File: src/hdl/mlfe_pkg.sv
package mlfe_pkg;

  localparam int STORE_DEPTH_DEF = 64;
  localparam int FRAME_OVERHEAD  = 6;
  localparam int MAX_RESULTS     = 64;
  localparam int BYTE_W          = 8;
  localparam int LEN_W           = 6;
  localparam int CFG_IDX_W       = 3;
  localparam int CNT_RES_W       = 7;

  localparam logic [BYTE_W-1:0] START_ONE_RST = 8'hAA;
  localparam logic [BYTE_W-1:0] START_TWO_RST = 8'h55;
  localparam logic [BYTE_W-1:0] END_ONE_RST   = 8'h55;
  localparam logic [BYTE_W-1:0] END_TWO_RST   = 8'hAA;
  localparam logic [LEN_W-1:0]  MAX_LEN_RST   = 6'd58;

  typedef enum logic [CFG_IDX_W-1:0] {
    REG_START_ONE = 3'd0,
    REG_START_TWO = 3'd1,
    REG_END_ONE   = 3'd2,
    REG_END_TWO   = 3'd3,
    REG_MAX_LEN   = 3'd4
  } reg_idx_t;

  typedef struct packed {
    logic [BYTE_W-1:0] start_one;
    logic [BYTE_W-1:0] start_two;
    logic [BYTE_W-1:0] end_one;
    logic [BYTE_W-1:0] end_two;
    logic [LEN_W-1:0]  max_len;
  } cfg_t;

  typedef struct packed {
    logic [BYTE_W-1:0] payload_byte;
    logic              last_of_frame;
    logic              empty_frame;
    logic [LEN_W-1:0]  frame_length;
  } result_t;

endpackage

File: src/hdl/mlfe_front.sv
module mlfe_front (
  input  logic                       clk,
  input  logic                       rst,
  input  logic                       in_valid,
  output logic                       in_stall,
  input  logic [mlfe_pkg::BYTE_W-1:0] data_byte,
  output logic                       q_valid,
  output logic [mlfe_pkg::BYTE_W-1:0] q_data,
  input  logic                       q_pop
);
  import mlfe_pkg::*;

  // two-entry queue between the input channel and the scanner
  logic [1:0]        cnt;
  logic [1:0]        cnt_next;
  logic [1:0]        cnt_after_pop;
  logic [BYTE_W-1:0] data0;
  logic [BYTE_W-1:0] data1;
  logic [BYTE_W-1:0] data0_next;
  logic [BYTE_W-1:0] data1_next;
  logic              push;
  logic              pop;

  assign in_stall = (cnt == 2'd2);
  assign q_valid  = (cnt != 2'd0);
  assign q_data   = data0;
  assign push     = in_valid && !in_stall;
  assign pop      = q_pop && q_valid;

  always_comb begin
    data0_next    = data0;
    data1_next    = data1;
    cnt_after_pop = cnt - {1'b0, pop};
    if (pop) begin
      data0_next = data1;
    end
    if (push) begin
      if (cnt_after_pop == 2'd0) begin
        data0_next = data_byte;
      end else begin
        data1_next = data_byte;
      end
    end
    cnt_next = cnt_after_pop + {1'b0, push};
  end

  always_ff @(posedge clk) begin
    if (rst) begin
      cnt <= 2'd0;
    end else begin
      cnt <= cnt_next;
    end
  end

  always_ff @(posedge clk) begin
    data0 <= data0_next;
    data1 <= data1_next;
  end

endmodule

File: src/hdl/mlfe_out_stage.sv
module mlfe_out_stage (
  input  logic                        clk,
  input  logic                        rst,
  input  logic                        res_push,
  input  mlfe_pkg::result_t           res,
  output logic                        res_ready,
  output logic                        out_valid,
  input  logic                        out_stall,
  output logic [mlfe_pkg::BYTE_W-1:0] payload_byte,
  output logic                        last_of_frame,
  output logic                        empty_frame,
  output logic [mlfe_pkg::LEN_W-1:0]  frame_length
);
  import mlfe_pkg::*;

  result_t held;

  assign res_ready     = !out_valid || !out_stall;
  assign payload_byte  = held.payload_byte;
  assign last_of_frame = held.last_of_frame;
  assign empty_frame   = held.empty_frame;
  assign frame_length  = held.frame_length;

  always_ff @(posedge clk) begin
    if (rst) begin
      out_valid <= 1'b0;
    end else if (res_push) begin
      out_valid <= 1'b1;
    end else if (!out_stall) begin
      out_valid <= 1'b0;
    end
  end

  always_ff @(posedge clk) begin
    if (res_push) begin
      held <= res;
    end
  end

endmodule

File: src/hdl/mlfe_scan.sv
module mlfe_scan #(
  parameter int STORE_DEPTH = mlfe_pkg::STORE_DEPTH_DEF
) (
  input  logic                        clk,
  input  logic                        rst,
  input  mlfe_pkg::cfg_t              cfg,
  input  logic                        cfg_wr,
  input  logic                        q_valid,
  input  logic [mlfe_pkg::BYTE_W-1:0] q_data,
  output logic                        q_pop,
  output logic                        res_push,
  output mlfe_pkg::result_t           res,
  input  logic                        res_ready
);
  import mlfe_pkg::*;

  localparam int AW    = $clog2(STORE_DEPTH);
  localparam int CW    = $clog2(STORE_DEPTH + 1);
  localparam int OFF_W = (CW > 7) ? CW : 7;
  localparam int SUM_W = OFF_W + 1;

  typedef enum logic [8:0] {
    S_IDLE   = 9'b000000001,
    S_CHK0   = 9'b000000010,
    S_CHK1   = 9'b000000100,
    S_LEN_LO = 9'b000001000,
    S_LEN_HI = 9'b000010000,
    S_END0   = 9'b000100000,
    S_END1   = 9'b001000000,
    S_EMPTY  = 9'b010000000,
    S_PAY    = 9'b100000000
  } state_t;

  function automatic logic [AW-1:0] wrap_add(input logic [AW-1:0] base,
                                             input logic [OFF_W-1:0] off);
    logic [SUM_W-1:0] sum;
    sum = SUM_W'(base) + SUM_W'(off);
    if (sum >= SUM_W'(STORE_DEPTH)) begin
      sum = sum - SUM_W'(STORE_DEPTH);
    end
    return sum[AW-1:0];
  endfunction

  logic [BYTE_W-1:0] store [STORE_DEPTH];
  logic [BYTE_W-1:0] mem_q;

  state_t            state, state_next;
  logic [AW-1:0]     head, head_next;
  logic [CW-1:0]     count, count_next;
  logic [BYTE_W-1:0] len_lo, len_lo_next;
  logic [LEN_W-1:0]  len, len_next;
  logic              end0_ok, end0_ok_next;
  logic [LEN_W-1:0]  idx, idx_next;
  logic [CNT_RES_W-1:0] n, n_next;
  logic              byp, byp_next;
  logic [BYTE_W-1:0] byp_data, byp_data_next;
  logic              wait_vld, wait_vld_next;
  logic [OFF_W-1:0]  wait_need, wait_need_next;

  logic [OFF_W-1:0]  rd_off;
  logic [AW-1:0]     rd_idx;
  logic [AW-1:0]     wr_idx;
  logic              mem_we;
  logic              do_drop;
  logic [OFF_W-1:0]  drop_len;
  logic [OFF_W-1:0]  count_ext;
  logic [BYTE_W-1:0] rd_byte;
  logic [LEN_W-1:0]  slots;
  logic [OFF_W-1:0]  need_lo;

  assign rd_byte   = byp ? byp_data : mem_q;
  assign count_ext = OFF_W'(count);
  assign wr_idx    = wrap_add(head, count_ext);
  assign slots     = (len == '0) ? LEN_W'(1) : len;
  assign need_lo   = OFF_W'(len_lo[LEN_W-1:0]) + OFF_W'(FRAME_OVERHEAD);

  always_comb begin
    state_next     = state;
    head_next      = head;
    count_next     = count;
    len_lo_next    = len_lo;
    len_next       = len;
    end0_ok_next   = end0_ok;
    idx_next       = idx;
    n_next         = n;
    byp_next       = 1'b0;
    byp_data_next  = byp_data;
    wait_vld_next  = wait_vld && !cfg_wr;
    wait_need_next = wait_need;
    rd_off         = '0;
    q_pop          = 1'b0;
    mem_we         = 1'b0;
    do_drop        = 1'b0;
    drop_len       = '0;
    res_push       = 1'b0;
    res            = '0;

    unique case (state)
      S_IDLE: begin
        if (q_valid) begin
          q_pop  = 1'b1;
          mem_we = 1'b1;
          n_next = '0;
          if (count == CW'(STORE_DEPTH)) begin
            // window full: the new byte overwrites the oldest one
            rd_off        = OFF_W'(1);
            head_next     = wrap_add(head, OFF_W'(1));
            wait_vld_next = 1'b0;
            state_next    = S_CHK0;
          end else begin
            count_next    = count + CW'(1);
            byp_next      = (count == '0);
            byp_data_next = q_data;
            if (wait_vld && !cfg_wr && (count_ext + OFF_W'(1) < wait_need)) begin
              // the scan would stop at the same place again
              state_next = S_IDLE;
            end else begin
              wait_vld_next = 1'b0;
              state_next    = S_CHK0;
            end
          end
        end
      end
      S_CHK0: begin
        if (rd_byte != cfg.start_one) begin
          do_drop  = 1'b1;
          drop_len = OFF_W'(1);
        end else if (count < CW'(2)) begin
          wait_vld_next  = 1'b1;
          wait_need_next = OFF_W'(2);
          state_next     = S_IDLE;
        end else begin
          rd_off     = OFF_W'(1);
          state_next = S_CHK1;
        end
      end
      S_CHK1: begin
        if (rd_byte != cfg.start_two) begin
          // the second byte becomes the oldest: recheck it from the held copy
          do_drop       = 1'b1;
          drop_len      = OFF_W'(1);
          byp_next      = 1'b1;
          byp_data_next = rd_byte;
        end else if (count < CW'(4)) begin
          wait_vld_next  = 1'b1;
          wait_need_next = OFF_W'(4);
          state_next     = S_IDLE;
        end else begin
          rd_off     = OFF_W'(2);
          state_next = S_LEN_LO;
        end
      end
      S_LEN_LO: begin
        len_lo_next = rd_byte;
        rd_off      = OFF_W'(3);
        state_next  = S_LEN_HI;
      end
      S_LEN_HI: begin
        if ((rd_byte != '0) || (len_lo > BYTE_W'(cfg.max_len))) begin
          do_drop  = 1'b1;
          drop_len = OFF_W'(2);
        end else begin
          len_next = len_lo[LEN_W-1:0];
          if (count_ext < need_lo) begin
            wait_vld_next  = 1'b1;
            wait_need_next = need_lo;
            state_next     = S_IDLE;
          end else begin
            rd_off     = OFF_W'(4) + OFF_W'(len_lo[LEN_W-1:0]);
            state_next = S_END0;
          end
        end
      end
      S_END0: begin
        end0_ok_next = (rd_byte == cfg.end_one);
        rd_off       = OFF_W'(5) + OFF_W'(len);
        state_next   = S_END1;
      end
      S_END1: begin
        if (!end0_ok || (rd_byte != cfg.end_two)) begin
          do_drop  = 1'b1;
          drop_len = OFF_W'(2);
        end else if ((8'(n) + 8'(slots)) > 8'(MAX_RESULTS)) begin
          state_next = S_IDLE;
        end else if (len == '0) begin
          state_next = S_EMPTY;
        end else begin
          rd_off     = OFF_W'(4);
          idx_next   = '0;
          state_next = S_PAY;
        end
      end
      S_EMPTY: begin
        if (res_ready) begin
          res_push          = 1'b1;
          res.last_of_frame = 1'b1;
          res.empty_frame   = 1'b1;
          n_next            = n + CNT_RES_W'(1);
          do_drop           = 1'b1;
          drop_len          = OFF_W'(FRAME_OVERHEAD);
        end
      end
      S_PAY: begin
        rd_off = OFF_W'(4) + OFF_W'(idx);
        if (res_ready) begin
          res_push          = 1'b1;
          res.payload_byte  = rd_byte;
          res.last_of_frame = (idx == len - LEN_W'(1));
          res.frame_length  = len;
          n_next            = n + CNT_RES_W'(1);
          if (idx == len - LEN_W'(1)) begin
            do_drop  = 1'b1;
            drop_len = OFF_W'(len) + OFF_W'(FRAME_OVERHEAD);
          end else begin
            idx_next = idx + LEN_W'(1);
            rd_off   = OFF_W'(5) + OFF_W'(idx);
          end
        end
      end
      default: begin
        state_next = S_IDLE;
      end
    endcase

    if (do_drop) begin
      // read the new oldest byte while advancing past the dropped ones
      rd_off     = drop_len;
      head_next  = wrap_add(head, drop_len);
      count_next = CW'(count_ext - drop_len);
      state_next = (count_ext > drop_len) ? S_CHK0 : S_IDLE;
    end
    rd_idx = wrap_add(head, rd_off);
  end

  always_ff @(posedge clk) begin
    if (mem_we) begin
      store[wr_idx] <= q_data;
    end
    mem_q <= store[rd_idx];
  end

  always_ff @(posedge clk) begin
    if (rst) begin
      state    <= S_IDLE;
      head     <= '0;
      count    <= '0;
      n        <= '0;
      byp      <= 1'b0;
      wait_vld <= 1'b0;
    end else begin
      state    <= state_next;
      head     <= head_next;
      count    <= count_next;
      n        <= n_next;
      byp      <= byp_next;
      wait_vld <= wait_vld_next;
    end
  end

  always_ff @(posedge clk) begin
    len_lo    <= len_lo_next;
    len       <= len_next;
    end0_ok   <= end0_ok_next;
    idx       <= idx_next;
    byp_data  <= byp_data_next;
    wait_need <= wait_need_next;
  end

endmodule

File: src/hdl/marker_length_frame_extractor_unit.sv
// Marker/length deframer. Bytes of a serial stream enter on the input channel
// (in_valid, in_stall, data_byte); payload bytes of good frames leave on the
// output channel (out_valid, out_stall, payload_byte, last_of_frame,
// empty_frame, frame_length). A frame is two start bytes, a little-endian
// 16-bit length, the payload and two end bytes; marker values and the length
// limit come from the write port (cfg_we, cfg_index, cfg_data).
// A two-entry queue takes input bytes while the scanner works. The scanner
// takes in a byte that only extends an incomplete frame, drops each byte
// ahead of a start pair, rejects a bad start pair, length or end pair, and
// checks and sends a good frame of length L as max(L, 1) results, one result
// per cycle while the receiver does not stall. The window memory has a write
// port beside its read port, one read a cycle with registered data.
// Reset empties the window, the input queue and the output register, and
// loads the default markers.
// When the receiver stalls, the output register holds its transaction, the
// scanner waits, and the input queue fills and then raises in_stall.
module marker_length_frame_extractor_unit #(
  parameter int STORE_DEPTH = mlfe_pkg::STORE_DEPTH_DEF
) (
  input  logic                          clk,
  input  logic                          rst,
  input  logic                          in_valid,
  output logic                          in_stall,
  input  logic [mlfe_pkg::BYTE_W-1:0]    data_byte,
  output logic                          out_valid,
  input  logic                          out_stall,
  output logic [mlfe_pkg::BYTE_W-1:0]    payload_byte,
  output logic                          last_of_frame,
  output logic                          empty_frame,
  output logic [mlfe_pkg::LEN_W-1:0]     frame_length,
  input  logic                          cfg_we,
  input  logic [mlfe_pkg::CFG_IDX_W-1:0] cfg_index,
  input  logic [mlfe_pkg::BYTE_W-1:0]    cfg_data
);
  import mlfe_pkg::*;

  cfg_t              cfg;
  logic              q_valid;
  logic [BYTE_W-1:0] q_data;
  logic              q_pop;
  logic              res_push;
  result_t           res;
  logic              res_ready;

  // Configuration registers; writes to unused indexes are dropped.
  always_ff @(posedge clk) begin
    if (rst) begin
      cfg.start_one <= START_ONE_RST;
      cfg.start_two <= START_TWO_RST;
      cfg.end_one   <= END_ONE_RST;
      cfg.end_two   <= END_TWO_RST;
      cfg.max_len   <= MAX_LEN_RST;
    end else if (cfg_we) begin
      unique case (cfg_index)
        REG_START_ONE: cfg.start_one <= cfg_data;
        REG_START_TWO: cfg.start_two <= cfg_data;
        REG_END_ONE:   cfg.end_one   <= cfg_data;
        REG_END_TWO:   cfg.end_two   <= cfg_data;
        REG_MAX_LEN:   cfg.max_len   <= cfg_data[LEN_W-1:0];
        default: begin
        end
      endcase
    end
  end

  // Front: accept input transactions into a short queue.
  mlfe_front u_front (
    .clk       (clk),
    .rst       (rst),
    .in_valid  (in_valid),
    .in_stall  (in_stall),
    .data_byte (data_byte),
    .q_valid   (q_valid),
    .q_data    (q_data),
    .q_pop     (q_pop)
  );

  // Back: window memory and frame scanner.
  mlfe_scan #(
    .STORE_DEPTH (STORE_DEPTH)
  ) u_scan (
    .clk       (clk),
    .rst       (rst),
    .cfg       (cfg),
    .cfg_wr    (cfg_we),
    .q_valid   (q_valid),
    .q_data    (q_data),
    .q_pop     (q_pop),
    .res_push  (res_push),
    .res       (res),
    .res_ready (res_ready)
  );

  // Output register: hold each result until the receiver takes it.
  mlfe_out_stage u_out (
    .clk           (clk),
    .rst           (rst),
    .res_push      (res_push),
    .res           (res),
    .res_ready     (res_ready),
    .out_valid     (out_valid),
    .out_stall     (out_stall),
    .payload_byte  (payload_byte),
    .last_of_frame (last_of_frame),
    .empty_frame   (empty_frame),
    .frame_length  (frame_length)
  );

endmodule

File: config.mk
export PLATFORM = sky130hd
export DESIGN_NAME = marker_length_frame_extractor_unit
export DESIGN_NICKNAME = d
export VERILOG_FILES = /design/src/hdl/mlfe_pkg.sv /design/src/hdl/mlfe_front.sv /design/src/hdl/mlfe_out_stage.sv /design/src/hdl/mlfe_scan.sv /design/src/hdl/marker_length_frame_extractor_unit.sv
export SDC_FILE = /design/constraint.sdc
export NUM_CORES = 1
export LEC_CHECK = 0
export ABC_AREA = 1
export BUFFER_PORTS_ARGS = -buffer_cell sky130_fd_sc_hd__buf_2
export CORE_UTILIZATION = 65
export CTS_BUF_LIST = sky130_fd_sc_hd__clkbuf_16
export CTS_CLUSTER_SIZE = 20
export DETAILED_ROUTE_END_ITERATION = 16
export GPL_TIMING_DRIVEN = 1
export HOLD_SLACK_MARGIN = 0.06
export PLACE_DENSITY = 0.93
export SYNTH_ARGS = -nofsm -noshare
export SYNTH_HDL_FRONTEND = slang
export SYNTH_SLANG_ARGS = --single-unit
File: constraint.sdc
create_clock -name clk -period 11.8 [get_ports clk]
set_input_delay 0.59 -clock clk [delete_from_list [all_inputs] [get_ports clk]]
set_output_delay 0.59 -clock clk [all_outputs]
set_load 0.005 [all_outputs]
Word level (Yosys, flattened, before mapping). Memories as Yosys holds them, arrays and structs flattened. A register that Yosys moved wholly into a read port is not among the register bits. Index checks and enable logic that the tools add are counted.

Register bits after elaboration: 140. Latch bits: 0. RAM bits: 512. ROM bits: 0. Input bits: 24. Output and inout bits: 18. Word-level logic and storage cells: 251. Memories kept: 1.

$add $sub $neg: 22. Multiply operators: 0. Divide/modulo/power cells: 0. Order comparisons: 11. Equal/unequal tests: 43. Shifts and indexed selects: 0. Mux-type cells: 106. Bitwise gates (word level): 2. Reductions and logical operators: 41.

Memory list: u_scan.store (words 64, bits a word 8, read ports 1, clocked after Yosys merged registers in 1, write ports 1, RTL line mlfe_scan.sv:44) `logic [BYTE_W-1:0] store [STORE_DEPTH];`.

Operators with widths (number): 7-bit two-way mux (24); 6-bit two-way mux (15); 9-bit two-way mux (9); 9-bit case mux with 8 select lines (1); 8-bit two-way mux (7); 7-bit case mux with 8 select lines (1); 7-bit case mux with 6 select lines (1); 1-bit two-way mux (30); 6-bit by 1-bit subtractor with 6-bit output, second input constant (5); 3-bit by 6-bit adder with 7-bit output, first input constant (4); 6-bit by 7-bit adder with 8-bit output (3); 8-bit by 7-bit >= comparator with 1-bit output, second input constant (3); 8-bit inequality test (3); 7-bit case mux with 3 select lines (1); 2-bit inequality test, second input constant (10); 2-bit by 1-bit inequality test with 1-bit output, second input constant (8); 8-bit case mux with 2 select lines (1); 2-bit AND reduction (8); 3-bit by 2-bit inequality test with 1-bit output, second input constant (5); 6-bit by 3-bit adder with 7-bit output, second input constant (2); 7-bit by 1-bit adder with 7-bit output, second input constant (2); 7-bit < comparator (2); 7-bit case mux with 2 select lines (1); 2-bit nonzero test (7); 50 further kinds (72).

Logic depth before layout (Yosys ltp). Gate-level depths: netlist of the first run.

Word-level depth: 11. Mapped depth: 32. Gate-level depth less buffers: 31.

Modules after synthesis. Synthesis of the first run repeated with hierarchy kept, for this count alone.

Cell total of the unflattened synthesis: 2818. Area total of the unflattened synthesis: 29985.0 µm².

Modules (own cells, without submodules): mlfe_scan (times used 1, cells each 2489, area each 27192.3 µm², sequential area each 17236.5 µm²); marker_length_frame_extractor_unit (times used 1, cells each 211, area each 1461.4 µm², sequential area each 760.7 µm²); mlfe_front (times used 1, cells each 98, area each 812.0 µm², sequential area each 440.4 µm²); mlfe_out_stage (times used 1, cells each 20, area each 519.2 µm², sequential area each 500.5 µm²).

Least setup slack after synthesis of the first run. No wires, ideal clock.

Path kind: register to register. Start: register u_scan.len[1]. End: register u_scan.mem_q[6], read port of u_scan.store. Setup time: 113 ps. Arrival: 4456 ps. Data required time: 11687 ps. Path slack: 7231 ps. Stages on the path, launching flop included: 32. Path buffers: 2. Period minus slack after synthesis: 4569 ps. Cells stage by stage: edfxtp_1 inv_1 ha_1 nand3_1 nor2_1 inv_1 nand2_1 ha_1 inv_1 fa_1 o21ai_0 nand2_1 nand2_1 nand2_1 nand2_1 xor2_1 nand2_1 nand4_1 o2111ai_1 nand2_1 nand2_1 ha_1 xnor2_1 clkbuf_1 clkbuf_1 o221ai_1 nand3_1 o21ai_0 nand2_1 o31ai_1 nand2_1 nand2_1.

Cells in the longest elaborated chain, start to end: 11. Elaborated cells between the ends (all ways): 25. Those cells by class: add/sub (6); order compare (2); eq/ne (1); mux (15); reduce/logical (1).

Ends and longest elaborated chain: start: declaration (RTL line mlfe_scan.sv:51) `logic [LEN_W-1:0] len, len_next;`; start signal: assignment (RTL line mlfe_scan.sv:262) `len <= len_next;`; 6-bit zero test (RTL line mlfe_scan.sv:74, mlfe_scan.sv:185); 6-bit two-way mux (RTL line mlfe_scan.sv:74) `assign slots = (len == '0) ? LEN_W'(1) : len;`; 7-bit by 6-bit adder with 8-bit output (RTL line mlfe_scan.sv:183) `end else if ((8'(n) + 8'(slots)) > 8'(MAX_RESULTS)) begin`; 8-bit by 7-bit > comparator with 1-bit output (RTL line mlfe_scan.sv:183); 7-bit two-way mux (RTL line mlfe_scan.sv:183); 7-bit two-way mux (RTL line mlfe_scan.sv:180) `if (!end0_ok || (rd_byte != cfg.end_two)) begin`; 7-bit case mux with 8 select lines (RTL line mlfe_scan.sv:98) `unique case (state)`; 7-bit two-way mux (*) (RTL line mlfe_scan.sv:225) `if (do_drop) begin`; 6-bit by 7-bit adder with 8-bit output (*) (RTL line mlfe_scan.sv:37) `sum = SUM_W'(base) + SUM_W'(off);`; 8-bit by 7-bit >= comparator with 1-bit output or 6-bit by 1-bit subtractor with 6-bit output (tied branches) (RTL line mlfe_scan.sv:38, mlfe_scan.sv:39); 6-bit two-way mux (*) (RTL line mlfe_scan.sv:38) `if (sum >= SUM_W'(STORE_DEPTH)) begin`; end: declaration (RTL line mlfe_scan.sv:45) `logic [BYTE_W-1:0] mem_q;`.

Every way passes the cells marked *; elsewhere a longest branch is shown, timed or not. A chain may end at the register's enable or synchronous reset.

Worst setup path after layout of the first run.
Start: register u_scan.byp. End: register u_scan.mem_q[0], read port of u_scan.store.

Cells in the longest elaborated chain, start to end: 9. Elaborated cells between the ends (all ways): 27. Those cells by class: add/sub (2); order compare (1); eq/ne (3); mux (18); reduce/logical (3).

Ends and longest elaborated chain: start: declaration (RTL line mlfe_scan.sv:55) `logic byp, byp_next;`; start signal: assignment (RTL line mlfe_scan.sv:255) `byp <= byp_next;`; 8-bit two-way mux (*) (RTL line mlfe_scan.sv:71) `assign rd_byte = byp ? byp_data : mem_q;`; named net u_scan.rd_byte[3] (RTL line mlfe_scan.sv:67) `logic [BYTE_W-1:0] rd_byte;`; 8-bit inequality test or 8-bit nonzero test (tied branches) (RTL line mlfe_scan.sv:180, mlfe_scan.sv:159); 1-bit logical OR, on equally long branches (RTL line mlfe_scan.sv:180, mlfe_scan.sv:159); 7-bit two-way mux (tied with other cells) (RTL line mlfe_scan.sv:180); 7-bit case mux with 8 select lines (tied with other cells) (RTL line mlfe_scan.sv:98); 7-bit two-way mux (*) (RTL line mlfe_scan.sv:225); 6-bit by 7-bit adder with 8-bit output (*) (RTL line mlfe_scan.sv:37); 8-bit by 7-bit >= comparator with 1-bit output or 6-bit by 1-bit subtractor with 6-bit output (tied branches) (RTL line mlfe_scan.sv:38, mlfe_scan.sv:39); 6-bit two-way mux (*) (RTL line mlfe_scan.sv:38).

Mark *: on every way through the listed nets, which the timed path passes. The rest lies on a longest branch.

==> results_dict.tcl, run 1 <==
set metrics [dict create \
    ant_nets 0 \
    maxSlewHeadroom_pct 20.3 \
    rows 77 \
    grt_overflow 0 \
    cts_hold_buf 0 \
    rsz0062_at_grt "no" \
    drt_iter0_drc 3456 \
    setup_tns_ps 0 \
    regToRegSetupSlack_ps 4110 \
    cts_setup_buffers 0 \
    num-nets-final 2840 \
    cp-end-kind "flip-flop" \
    place.gp.congestion 0.962 \
    cts_buffer_depth 3 \
    drive_gt1_share_pct 7.07 \
    hold_viol_final 0 \
    avgSynthCellArea_um2 10.8 \
    vias_per_cell 6.58 \
    synth_nets 2836 \
    period_share_pct 65.1 \
    num_antenna_cells 0 \
    postSynth.asyncResetShare_pct 0 \
    initial_core_util_pct 66.5 \
    synth_edf_count 572 \
    placed_cell_area_um2 30300 \
    holdCritStartpoint "data_byte[4]" \
    clkLatencyLatePin_ps 670 \
    cp_common_cell "nand2_1" \
    worstSetupPathType "flip-flop to flip-flop" \
    io_pins 42 \
    synth_cells 2745 \
    max_cap_viol_count 0 \
    final_common_cell "edfxtp_1" \
    cts_root_buffer "clkbuf_16" \
    irDropWorstVdd_mv 0.230 \
    final_cell_mix "edfxtp_1 (572), nor2_1 (485), nand2_1 (477), inv_1 (194), o21ai_0 (190)" \
    antenna_found_initial 0 \
    skew_ps 51.9 \
    worst_slew_pin_slew_ps 1190 \
    stdcell_area_um2 32300 \
    ys.flop_type "edfxtp_1" \
    clk_pin_slew_ps 60 \
    startpoint "u_scan.byp" \
    core_area_um2 44600 \
    yosysWarnings 0 \
    hpwlAfterDp_mm 47.1 \
    outcome "completed" \
    grt_pass1_vias 21800 \
    numCtsBuffers 61 \
    critPathSlowestCell "fa_4" \
    clock_sinks 660 \
    synthDistinctLibCells 49 \
    synth_area_um2 29700 \
    setup.worst_path.start_class "flip-flop" \
    htree_num_levels 2 \
    cts_resized 0 \
    die_x_um 216 \
    ys_ff_latch 660 \
    slew_viol_final 0 \
    critPathMaxFanout 116 \
    first_pass_iters 6 \
    synthToLayoutAreaGrowth_pct 8.97 \
    powerDensity_nw_per_um2 244 \
    grt_usage_pct 33.2 \
    fin_crit_ps 7690 \
    routed_wl_mm 77.7 \
    p_leak_uw 0.0121 \
    dr_total_vias 22300 \
    hp-class "primary input to flip-flop" \
    drc 0 \
    timing.rr.start "u_scan.byp" \
    die_area_um2 46500 \
    max_stage_delay_ps 1270 \
    grt_max_degree 117 \
    setup_violations 0 \
    path_buf_inv 4 \
    critPathRequiredTime_ps 12400 \
    cp.arrival_ps 8280 \
    fmax_mhz 130 \
    path_delay_family "simple AND/OR/NAND/NOR gates" \
    die_h_um 216 \
    portBuffers 41 \
    grt_pass1_wl_mm 119 \
    ys_seq_area_share_pct 63.8 \
    detail_route.wl_per_cell_um 22.9 \
    tritoncts "yes" \
]
-- final timing paths --
| check | endpoint | cells past startpoint |
|---|---|---|
| max | u_scan.mem_q[0] | 27 |
| max reg2reg | u_scan.mem_q[0] | 27 |
| min reg2reg | cfg[36] | 2 |
| min | u_front.data1[4] | 1 |
-- registers in the layout, indices dropped and copies added (netlist names), 2 cells and up --
name,count
u_scan.store,512
u_out.frame_length,6
cfg,38
u_scan.n,7
u_scan.wait_need,7
u_scan.mem_q,8
u_scan.byp_data,8
u_scan.len,6
u_scan.len_lo,8
u_scan.head,6
u_front.cnt,2
u_scan.count,7
u_scan.state,9
u_front.q_data,8
u_scan.idx,6
u_out.payload_byte,8
u_front.data1,8
-- cells in the mapped netlist (9+ instances only) --
cell type / n / area share (%)
a211oi_1: 9 / 0.23
a21oi_1: 56 / 0.94
a31oi_1: 14 / 0.30
buf_1: 9 / 0.11
buf_2: 14 / 0.24
clkbuf_1: 95 / 1.2
dfxtp_1: 88 / 5.9
edfxtp_1: 572 / 58
ha_1: 62 / 2.6
inv_1: 180 / 2.3
mux2i_1: 64 / 2.2
nand2_1: 477 / 6.0
nand2_2: 12 / 0.25
nand3_1: 115 / 1.9
nand4_1: 9 / 0.19
nor2_1: 485 / 6.1
nor3_1: 16 / 0.27
o211ai_1: 19 / 0.48
o21ai_0: 190 / 3.2
o221ai_1: 67 / 2.0
o31ai_1: 17 / 0.43
o32ai_1: 64 / 1.9
xnor2_1: 13 / 0.38
xor2_1: 37 / 1.1
-- cells by family after synthesis --
| family | Yosys count | share of synthesized area, % |
|---|---|---|
| compound gates | 446 | 9.71 |
| xor+xnor | 51 | 1.56 |
| fa+ha+maj | 67 | 2.95 |
| buf+inv | 311 | 4.07 |
| flops | 660 | 63.8 |
| mux | 64 | 2.16 |
| simple gates | 1146 | 15.7 |
-- final cells by class --
class | count | area (µm²)
clock buffers | 61 | 1530
clock inverters | 54 | 467
fillers | 2713 | 12300
inverters | 190 | 718
multi-input cells | 1774 | 9560
flip-flops and latches | 660 | 18900
well taps | 592 | 741
repair buffers | 62 | 363
-- stage by stage --
stage               worst slack (ps)  total power (µW)  instances  util [%]  hold WS [ps]
floorplan                       7230              4960       2745         -           426
global placement                4690              5660       3278      68.0           439
detailed placement              4470              5800       3278      68.0           442
CTS                             4380              7780       3393      72.5           116
global route                    3780              8180       3393      72.5           125
finish                          4110              7890       3393      72.5           133
-- where the power goes --
group          total, µW  switching [µW]  leakage (µW)  internal, µW
registers           3100             129       0.00584          2970
logic               2820            2050       0.00520           772
clock network       1970             892       0.00102          1080
total               7890            3070        0.0121          4820
-- layer usage --
metal,vias to the layer above,global-route usage [%],routed length (µm)
li1,9683,-,-
met1,10500,42.4,27400
met2,1744,55.5,37600
met3,360,5.82,8820
met4,0,15.4,3960
met5,-,0,0
Power figures use the tool's default switching activity.
==> inputs of run 2 (changes only) <==
Settings changed: CORE_UTILIZATION 65 to 57, PLACE_DENSITY 0.93 to 0.87.
Clock period 11.8 ns to 6.66 ns, I/O delays scaled along.
==> run 2 against run 1 <==
  * Cell area increased by 1.8%
  * Utilization decreased by 8.5 points
  * Register-to-register slack got worse by 3400 ps
  * Maximum frequency increased by 29%
  * Largest power group unchanged
  * Combinational power increased by 81%
  * Power increased by 82%
==> results_dict.tcl, run 2 (synthesis gave the netlist of run 1 again) <==
set metrics [dict create \
    cts_resized 0 \
    tritoncts "yes" \
    r2r_cells 31 \
    powerDensity_nw_per_um2 436 \
    drive_gt1_share_pct 7.57 \
    setup_tns_ps 0 \
    clk_pin_slew_ps 70 \
    hold_path_depth 3 \
    initial_core_util_pct 57.7 \
    synthToLayoutAreaGrowth_pct 10.9 \
    final_cell_mix "edfxtp_1 (572), nor2_1 (485), nand2_1 (477), o21ai_0 (190), inv_1 (188)" \
    final_common_cell "edfxtp_1" \
    maxSlewHeadroom_pct 37.5 \
    fin_ws_ps 705 \
    cts_root_buffer "clkbuf_16" \
    max_stage_delay_ps 520 \
    clkLatencyLatePin_ps 610 \
    grt_usage_pct 28.8 \
    worstSetupPathType "flip-flop to flip-flop" \
    power.share.combinational_pct 35.7 \
    hp-class "primary input to flip-flop" \
    num-fill-cells 3661 \
    cts_buffer_depth 3 \
    die_area_um2 53000 \
    skew_ps 31.5 \
    cp.arrival_ps 6460 \
    die_h_um 230 \
    power_frac_seq_pct 38.0 \
    p_sw_uw 5440 \
    power.internal_uw 8890 \
    antenna_found_initial 0 \
    cp_common_cell "nand2_1" \
    grt_overflow 0 \
    dr_total_vias 21600 \
    largest-register "u_scan.store" \
    hpwlAfterDp_mm 47.9 \
    placed_cell_area_um2 30600 \
    p_leak_uw 0.0123 \
    place.gp.congestion 0.965 \
    pre_cts_ws_ps 925 \
    fin_crit_ps 5950 \
    core_area_um2 51400 \
    vias_per_cell 6.16 \
    max_cap_viol_count 0 \
    portBuffers 41 \
    cp-end-kind "flip-flop" \
    numCtsBuffers 67 \
    die_x_um 230 \
    rows 83 \
    fmax_mhz 168 \
    irDropWorstVdd_mv 0.539 \
    setup_violations 0 \
    rsz0062_at_grt "no" \
    num_antenna_cells 0 \
    detail_route.wl_per_cell_um 21.6 \
    hold_viol_final 0 \
    worst_slew_pin_slew_ps 934 \
    drc 0 \
    setup.worst_path.start_class "flip-flop" \
    pwr-share-clk_pct 26.3 \
    stdcell_area_um2 32900 \
    clock_sinks 660 \
    period_share_pct 89.4 \
    ant_nets 0 \
    grt_pass1_vias 21200 \
    num-nets-final 2868 \
    grt_max_degree 118 \
    critPathMaxFanout 34 \
    switching_share_pct 38.0 \
    io_pins 42 \
    first_pass_iters 6 \
    outcome "completed" \
    critPathRequiredTime_ps 7170 \
    slew_viol_final 0 \
    largest_register_ffs 512 \
    routed_wl_mm 75.9 \
    grt_pass1_wl_mm 117 \
    top_regs "u_scan.store: 512 flops, cfg: 38 flops, u_scan.state: 9 flops" \
    htree_num_levels 3 \
    critPathSlowestCell "inv_2" \
    fin_total_pwr_uw 14300 \
    drt_iter0_drc 2955 \
]
## run 2: cell types whose count changed in the layout (fill, tap and decap cells not counted), sizes merged
cell | before | now
inv | 200 | 197
buf | 62 | 71
clkbuf | 61 | 69
dlygate4sd3 | 0 | 13
clkinvlp | 3 | 1
bufinv | 6 | 8
clkinv | 35 | 34
## run 2: path summary, 6_finish.rpt
kind                       from              end  slack, ps
setup / recovery  u_scan.len[1]  u_scan.mem_q[1]        710
hold / removal      cfg_data[2]          cfg[24]         90
setup reg to reg  u_scan.len[1]  u_scan.mem_q[1]        710
hold reg to reg         cfg[10]          cfg[10]        470
## run 2: worst max-delay path, delay by kind of cell, from the launching register on
kind	cells	cell delay (ps)
AND/OR/NAND/NOR	16	1550
XOR/XNOR	2	320
adder cells (fa/ha/maj)	4	1300
buffers and inverters	5	1400
AO/OA/AOI/OAI	4	840
flip-flops	1	440
## run 2: stage by stage
stage                     instances  hold WS (ps)  utilization [%]
after detailed placement       3375           464             59.5
after floorplan                2745           426                -
final                          3507          92.5             64.0
after global placement         3375           457             59.5
after CTS                      3507          61.2             64.0
after global routing           3507          94.6             64.0
## run 2: layer usage
metal	global-route usage [%]	share of wire, %	vias up
met5	0	0	-
met4	13.5	4.8	0
met3	5.34	9.5	253
met2	47.3	48	1261
met1	37.1	38	10300
li1	-	-	9757
## run 2: final cells by class
cell class	count	area [µm²]	share of cell area, %
Clock buffer	69	1730	5.25
Timing Repair Buffer	84	623	1.89
Inverter	190	718	2.18
Clock inverter	50	472	1.43
Tap cell	680	851	2.59
Sequential cell	660	18900	57.6
Multi-Input combinational cell	1774	9560	29.1
## run 2: repair_timing
action / CTS / global route
setup buffers: 0 / 0
hold buffers: 13 / 0
hold endpoints to repair: 25 / 0
## run 2: power by group through the flow
stage               Combinational, µW  Clock, µW  Sequential, µW
floorplan                        3110          0            5680
global placement                 4790          0            5510
detailed placement               4960          0            5520
CTS                              5010       3800            5440
finish                           5110       3770            5450
global route                     5520       3950            5460
